## config.mk

```make
export PLATFORM = sky130hd
export DESIGN_NAME = ssrr_ctrl
export DESIGN_NICKNAME = d
export VERILOG_FILES = /design/src/ssrr_pkg.sv /design/src/ssrr_ctrl.sv
export SDC_FILE = /design/constraint.sdc
export NUM_CORES = 1
export LEC_CHECK = 0
export BUFFER_PORTS_ARGS = -buffer_cell sky130_fd_sc_hd__buf_2
export CORE_MARGIN = 1.5
export CORE_UTILIZATION = 40
export CTS_BUF_LIST = sky130_fd_sc_hd__clkbuf_8
export CTS_CLUSTER_DIAMETER = 60
export DETAILED_ROUTE_END_ITERATION = 16
export HOLD_SLACK_MARGIN = 0.15
export PLACE_DENSITY = 0.65
export SLEW_MARGIN = 20
export SYNTH_ARGS = -nofsm -noshare
export SYNTH_HDL_FRONTEND = slang
export SYNTH_SLANG_ARGS = --single-unit
export TNS_END_PERCENT = 1
```

## constraint.sdc

```tcl
create_clock -name clk -period 3.3 [get_ports clk]
set_clock_uncertainty 0.2 [all_clocks]
set_input_delay 0.99 -clock clk [delete_from_list [all_inputs] [get_ports clk]]
set_output_delay 0.99 -clock clk [all_outputs]
set_load 0.005 [all_outputs]
```

## src/ssrr_pkg.sv

```systemverilog
// Shared constants, codes and controller/datapath interface types for the RRIP replacement block.
package ssrr_pkg;

	localparam int DEF_NUM_SETS    = 2048;
	localparam int DEF_NUM_WAYS    = 16;
	localparam int DEF_SIG_ENTRIES = 8;
	localparam int DEF_HISTORY_LEN = 4;

	localparam int PC_W      = 48;
	localparam int ADDR_W    = 48;
	localparam int STRIDE_W  = 49;
	localparam int STAMP_W   = 32;
	localparam int REUSE_W   = 3;
	localparam int RRPV_W    = 2;
	localparam int TOL_W     = 12;
	localparam int SET_IN_W  = 11;
	localparam int WAY_IN_W  = 4;
	localparam int VICTIM_W  = 4;

	localparam logic [TOL_W-1:0]   TOL_RESET   = 12'd64;
	localparam logic [REUSE_W-1:0] REUSE_MAX   = 3'd7;
	localparam logic [REUSE_W-1:0] REUSE_INIT  = 3'd1;
	localparam logic [REUSE_W-1:0] REUSE_HOT   = 3'd6;
	localparam logic [REUSE_W-1:0] REUSE_WARM  = 3'd3;
	localparam logic [RRPV_W-1:0]  RRPV_MAX    = 2'd3;
	localparam logic [RRPV_W-1:0]  RRPV_INSERT = 2'd2;
	localparam logic [RRPV_W-1:0]  RRPV_NEAR   = 2'd1;
	localparam logic [RRPV_W-1:0]  RRPV_HIT    = 2'd0;

	localparam logic ACT_VICTIM = 1'b0;
	localparam logic ACT_UPDATE = 1'b1;

	typedef struct packed {
		logic clr;
		logic load_in;
		logic mod_step;
		logic set_rd;
		logic set_ld;
		logic hist_upd;
		logic cons_ld;
		logic way_init;
		logic way_next;
		logic line_rd;
		logic find_init;
		logic sig_rd;
		logic sig_cmp;
		logic pick;
		logic train;
		logic line_wr;
		logic set_wr;
		logic out_load;
	} ssrr_cmd_t;

	typedef struct packed {
		logic clr_done;
		logic mod_done;
		logic is_update;
		logic rrpv_eq;
		logic way_last;
		logic sig_hit;
		logic ent_last;
		logic out_free;
	} ssrr_sts_t;

endpackage

```

## src/ssrr_ctrl.sv

```systemverilog
// Sequencing state machine for victim search, update and the reset clearing pass.
module ssrr_ctrl (
	input  logic                clk,
	input  logic                arst_n,
	input  logic                in_valid,
	output logic                in_ready,
	output ssrr_pkg::ssrr_cmd_t cmd,
	input  ssrr_pkg::ssrr_sts_t sts
);
	import ssrr_pkg::*;

	typedef enum logic [15:0] {
		S_CLEAR = 16'b0000_0000_0000_0001,
		S_IDLE  = 16'b0000_0000_0000_0010,
		S_MOD   = 16'b0000_0000_0000_0100,
		S_SRD   = 16'b0000_0000_0000_1000,
		S_SLD   = 16'b0000_0000_0001_0000,
		S_HIST  = 16'b0000_0000_0010_0000,
		S_CONS  = 16'b0000_0000_0100_0000,
		S_VCHK  = 16'b0000_0000_1000_0000,
		S_VLLD  = 16'b0000_0001_0000_0000,
		S_FRD   = 16'b0000_0010_0000_0000,
		S_FCMP  = 16'b0000_0100_0000_0000,
		S_PICK  = 16'b0000_1000_0000_0000,
		S_TRAIN = 16'b0001_0000_0000_0000,
		S_LWR   = 16'b0010_0000_0000_0000,
		S_SWR   = 16'b0100_0000_0000_0000,
		S_OUT   = 16'b1000_0000_0000_0000
	} state_t;

	state_t state_q, state_d;

	assign in_ready = (state_q == S_IDLE);

	always_comb begin
		state_d = state_q;
		cmd     = '0;
		unique case (state_q)
			S_CLEAR: begin
				cmd.clr = 1'b1;
				if (sts.clr_done) state_d = S_IDLE;
			end
			S_IDLE: begin
				if (in_valid) begin
					cmd.load_in = 1'b1;
					state_d     = S_MOD;
				end
			end
			S_MOD: begin
				cmd.mod_step = 1'b1;
				if (sts.mod_done) state_d = S_SRD;
			end
			S_SRD: begin
				cmd.set_rd = 1'b1;
				state_d    = S_SLD;
			end
			S_SLD: begin
				cmd.set_ld = 1'b1;
				state_d    = sts.is_update ? S_HIST : S_CONS;
			end
			S_HIST: begin
				cmd.hist_upd = 1'b1;
				state_d      = S_CONS;
			end
			S_CONS: begin
				cmd.cons_ld = 1'b1;
				if (sts.is_update) begin
					cmd.find_init = 1'b1;
					state_d       = S_FRD;
				end else begin
					cmd.way_init = 1'b1;
					state_d      = S_VCHK;
				end
			end
			S_VCHK: begin
				if (sts.rrpv_eq) begin
					cmd.line_rd = 1'b1;
					state_d     = S_VLLD;
				end else if (sts.way_last) begin
					state_d = S_SWR;
				end else begin
					cmd.way_next = 1'b1;
				end
			end
			S_VLLD: begin
				cmd.find_init = 1'b1;
				state_d       = S_FRD;
			end
			S_FRD: begin
				cmd.sig_rd = 1'b1;
				state_d    = S_FCMP;
			end
			S_FCMP: begin
				cmd.sig_cmp = 1'b1;
				if (sts.sig_hit || sts.ent_last) begin
					state_d = sts.is_update ? S_TRAIN : S_PICK;
				end else begin
					state_d = S_FRD;
				end
			end
			S_PICK: begin
				cmd.pick = 1'b1;
				if (sts.way_last) begin
					state_d = S_SWR;
				end else begin
					cmd.way_next = 1'b1;
					state_d      = S_VCHK;
				end
			end
			S_TRAIN: begin
				cmd.train = 1'b1;
				state_d   = S_LWR;
			end
			S_LWR: begin
				cmd.line_wr = 1'b1;
				state_d     = S_SWR;
			end
			S_SWR: begin
				cmd.set_wr = 1'b1;
				state_d    = sts.is_update ? S_IDLE : S_OUT;
			end
			S_OUT: begin
				if (sts.out_free) begin
					cmd.out_load = 1'b1;
					state_d      = S_IDLE;
				end
			end
			default: state_d = S_CLEAR;
		endcase
	end

	always_ff @(posedge clk or negedge arst_n) begin
		if (!arst_n) begin
			state_q <= S_CLEAR;
		end else begin
			state_q <= state_d;
		end
	end

	a_accept_starts: assert property (@(posedge clk) disable iff (!arst_n)
		(in_valid && in_ready) |=> (state_q == S_MOD))
		else $error("accepted transaction did not start set reduction");

	a_result_victim_only: assert property (@(posedge clk) disable iff (!arst_n)
		cmd.out_load |-> !sts.is_update)
		else $error("result produced for an update transaction");

	a_clear_holds: assert property (@(posedge clk) disable iff (!arst_n)
		(state_q == S_CLEAR && !sts.clr_done) |=> (state_q == S_CLEAR))
		else $error("clearing pass left early");

	a_writeback_ends: assert property (@(posedge clk) disable iff (!arst_n)
		cmd.set_wr |=> (state_q == S_IDLE || state_q == S_OUT))
		else $error("set write-back not followed by completion");
endmodule

```

* After elaboration in Yosys (flattened, before gate mapping)
Index checks and enable logic that the tools add are counted.
Word-level totals: bits in registers 16, bits in latches 0, bits in writable memories 0, memory bits (read-only) 0, input port bits 11, output and inout bits 19, memories kept 0
Cells by class: add/subtract/negate cells 0, $mul 0, divide/modulo/power cells 0, magnitude comparators 0, equality and inequality tests 21, shift operators 0, mux-type cells 37, bitwise operators 0, reduce and logical (&&, ||, !) cells 2
Operator list (count):
- $pmux 16 s16 | 1
- $mux 16 | 7
- $mux 13 | 2
- $mux 1 | 21
- $eq 16x1->1 const B | 1
- $eq 16x10->1 const B | 1
- $eq 16x11->1 const B | 1
- $eq 16x12->1 const B | 1
- $eq 16x13->1 const B | 1
- $eq 16x14->1 const B | 1
- $eq 16x15->1 const B | 1
- $eq 16x16->1 const B | 1
- $eq 16x2->1 const B | 1
- $eq 16x3->1 const B | 1
- $eq 16x4->1 const B | 1
- $eq 16x5->1 const B | 1
- $eq 16x6->1 const B | 1
- $eq 16x7->1 const B | 1
- $eq 16x8->1 const B | 1
- $eq 16x9->1 const B | 1
- $mux 15 | 1
- $mux 10 | 1
- $ne 2x2->1 const B | 4
- $mux 7 | 1
- other kinds (5) | 6

* Logic depth before layout (Yosys ltp)
depth in word-level cells 3, gate-level depth with buffers 6, mapped depth without buffers 5

* Least setup slack after synthesis
OpenSTA, ideal clock, no wires.
path kind register to output, start register state_q[13], end output port cmd[13] in the netlist's numbering, arrival time 1673 ps, path slack 437 ps, stages on the path, launching flop included 6, buffers on the path 1, path through dfrtp_1 > buf_6 > nor4_4 > nand2_4 > or4_4 > nor3b_2
RTL lines:
- start, declared | line ssrr_ctrl.sv:31 | state_t state_q, state_d;
- start signal, assigned | line ssrr_ctrl.sv:136 | state_q <= state_d;
- end, declared | line ssrr_ctrl.sv:7 | output ssrr_pkg::ssrr_cmd_t cmd,

==> results.txt <==
Die Y-Extent: 57.46 um
Final setup fails: 0
CTS H-tree depth: 1
Delay-heaviest family, CP: simple AND/OR/NAND/NOR gates
Max Slew Vio Count: 0
Die Wd: 57.46 um
Vias per cell: 6.131
Kind of critical path: reg -> out
RR Startpoint: state_q[14]
Total track usage: 0.1921
Pwr Total: 725.1 uW
Cell taking the most area after synthesis: dfrtp_1
Yosys warnings: 0
Hold Violations, Final: 0
Synthesis-to-finish area growth: 24.89%
Worst slew margin: 0.6905
RSZ-0062 raised after global routing: yes
Crit. Startpoint: state_q[2]
Syn avg cell area: 9.054 um^2
Buf/Inv on CP: 2
Routed WL per cell: 15.36 um
HPWL Detailed: 2149 um
IO Pins: 30
CTS tree: done
CP max-delay cell: or4_4
Core ar.: 0.002781 mm^2
Drt pass-1 iters: 4
Synthesized instance count: 131
Post-synth ARST share: 1.000
Design Area, Final: 0.001481 mm^2
Crit-path cells: nor4_4 > buf_4 > nand2_4 > or4_4 > nor3b_4 > buf_2
Fin cells: 198
Req. time, crit path: 2110 ps
Worst VDD drop: 468.0 uV
Max reg flops: 16
I/O Buffers: 29
Final Critical Period: 3275 ps
Share of the clock period used by the worst path: 0.9924
N_diodes: 0
Ys flop type: dfrtp_1
Number of global-route vias before repair: 1108
Vias: 1214
Final nets: 179
Share of layout cells above drive strength 1: 0.3653
Antenna violations before repair: 0
Placed Area: 0.001339 mm^2
First-pass GRT wire length: 5009 um
Top post-synthesis cells by area: dfrtp_1 (32%), nor3_1 (3.8%), o21ai_0 (3.8%), xor2_1 (3.7%), nor4_4 (3.6%)
Final WL: 3041 um
Yosys top cell area share: 0.3165
Die area: 0.003301 mm^2
Synth cell types: 44
Hold Slack: 424.5 ps
Total grt overflow: 0
Outcome: finished, final reports clean
Cell Rows: 19
Latest clock arrival within the worst-skew pair: 250 ps
MaxCap Viol Count: 0
Clock sinks: 16
Register bit total from synthesis: 16
Critical path peak fanout: 7
CTS Buf Count: 3
Antenna viol nets, final: 0
Placed cells: 186
Clock Tree Root: clkbuf_8
Cell Pwr Density: 489.5 mW/mm^2
Initial Util: 0.4265
Clk buf depth: 2
Gp weighted congestion: 0.8628
Reg clk slew, reported paths: 70 ps
Startpoint types: flop
Largest regs: state_q x16
Setup crit end kind: output port
Biggest register: state_q
Sequential fraction of the synthesis area: 0.3386
Hold path start: state_q[8]
CP max stage delay: 530 ps
Largest net degree at the start of global routing: 17
Slew @ Worst Pin: 460.7 ps
Fmax: 305.3 MHz
HP Class: reg -> reg
Mapped Area: 0.001186 mm^2
Internal reg-to-reg setup slack: 1040 ps
CP Data Arrival Time: 2080 ps
Fin util: 0.5326
Leak: 0.0007444 uW
DRT iter0 DRCs: 39
Post-synth EDFFs: 0
Drt drc: 0
Syn Nets: 142
-- cells in the final DEF (no fill, tap or decap), types with 4 or more instances in the layout --
| master | Yosys | final |
|---|---|---|
| dfrtp_1 | 15 | 10 |
| dfrtp_2 | 0 | 5 |
| and3_1 | 6 | 6 |
| clkbuf_8 | 0 | 4 |
| inv_1 | 5 | 5 |
| nand2b_1 | 5 | 5 |
| nand2_1 | 6 | 6 |
| buf_4 | 1 | 10 |
| buf_2 | 0 | 29 |
| nor2_1 | 10 | 10 |
| o21ai_0 | 9 | 9 |
| xor2_1 | 5 | 5 |
| nand3_1 | 4 | 4 |
| nor3_1 | 9 | 9 |
| nor4_1 | 6 | 5 |
-- report_power, final --
group	leakage, uW	switching, uW	internal (uW)
Clock	0.0000288	70.6	106
Combinational	0.000505	149	138
Sequential	0.000210	43.5	219
-- synthesized netlist by cell type, types with 2 or more instances --
master	count
nand2_1	6
nor4_4	2
nand4b_1	2
inv_1	5
nor4_2	2
a21o_1	3
o21ai_0	9
nor3_1	9
buf_6	2
and3_1	6
a32o_1	2
clkbuf_1	3
nand2b_1	5
nor2_1	10
nor4_1	6
nand3_1	4
nor4b_1	3
a21oi_1	2
xor2_1	5
and2_1	3
o2111ai_1	2
nor2b_1	2
dfrtp_1	15
and4b_2	3
-- through the flow --
stage / setup WS (ps) / setup TNS [ps]
floorplan: 437.4 / 0
global placement: 284.8 / 0
detailed placement: 225.2 / 0
CTS: 26.14 / 0
global route: -57.03 / -85.30
finish: 25.05 / 0
-- final cells by class --
class	instances	area, um^2
clock buffers	4	55.05
multi-input cells	103	740.7
fillers	267	1300
repair buffers	39	220.2
well taps	31	38.79
flip-flops and latches	16	407.9
inverters	5	18.77
-- layer usage --
| metal | up-vias | GRT usage | share of wire |
|---|---|---|---|
| met2 | 44 | 0.3295 | 0.49 |
| met1 | 596 | 0.2475 | 0.44 |
| met4 | 0 | 0.05316 | 0.014 |
| met3 | 6 | 0.03401 | 0.056 |
| met5 | - | 0 | 0 |
| li1 | 568 | - | - |
-- worst paths after layout --
path,end,depth (start not counted)
worst min register to register,state_q[10],1
worst min-delay path,state_q[10],1
worst max register to register,state_q[1],6
worst max-delay path,cmd[13],6
min in group asynchronous,state_q[15],1
max in group asynchronous,state_q[0],1
-- cell families (layout without fill, tap and decap cells) --
| group | count (synthesis) | in the layout | share of synthesized area |
|---|---|---|---|
| buffers and inverters | 12 | 48 | 0.05485 |
| XOR/XNOR | 6 | 6 | 0.04430 |
| AO/OA/AOI/OAI | 24 | 24 | 0.1445 |
| flip-flops | 16 | 16 | 0.3386 |
| AND/OR/NAND/NOR | 73 | 73 | 0.4177 |
-- timing repair --
item                                    CTS  global route
buffers inserted                          3             5
endpoints found under the setup margin    3             5
pin swaps                                 2             1
resized for setup                         1             7
hold buffers                              0             0
Power figures use the tool's default switching activity.
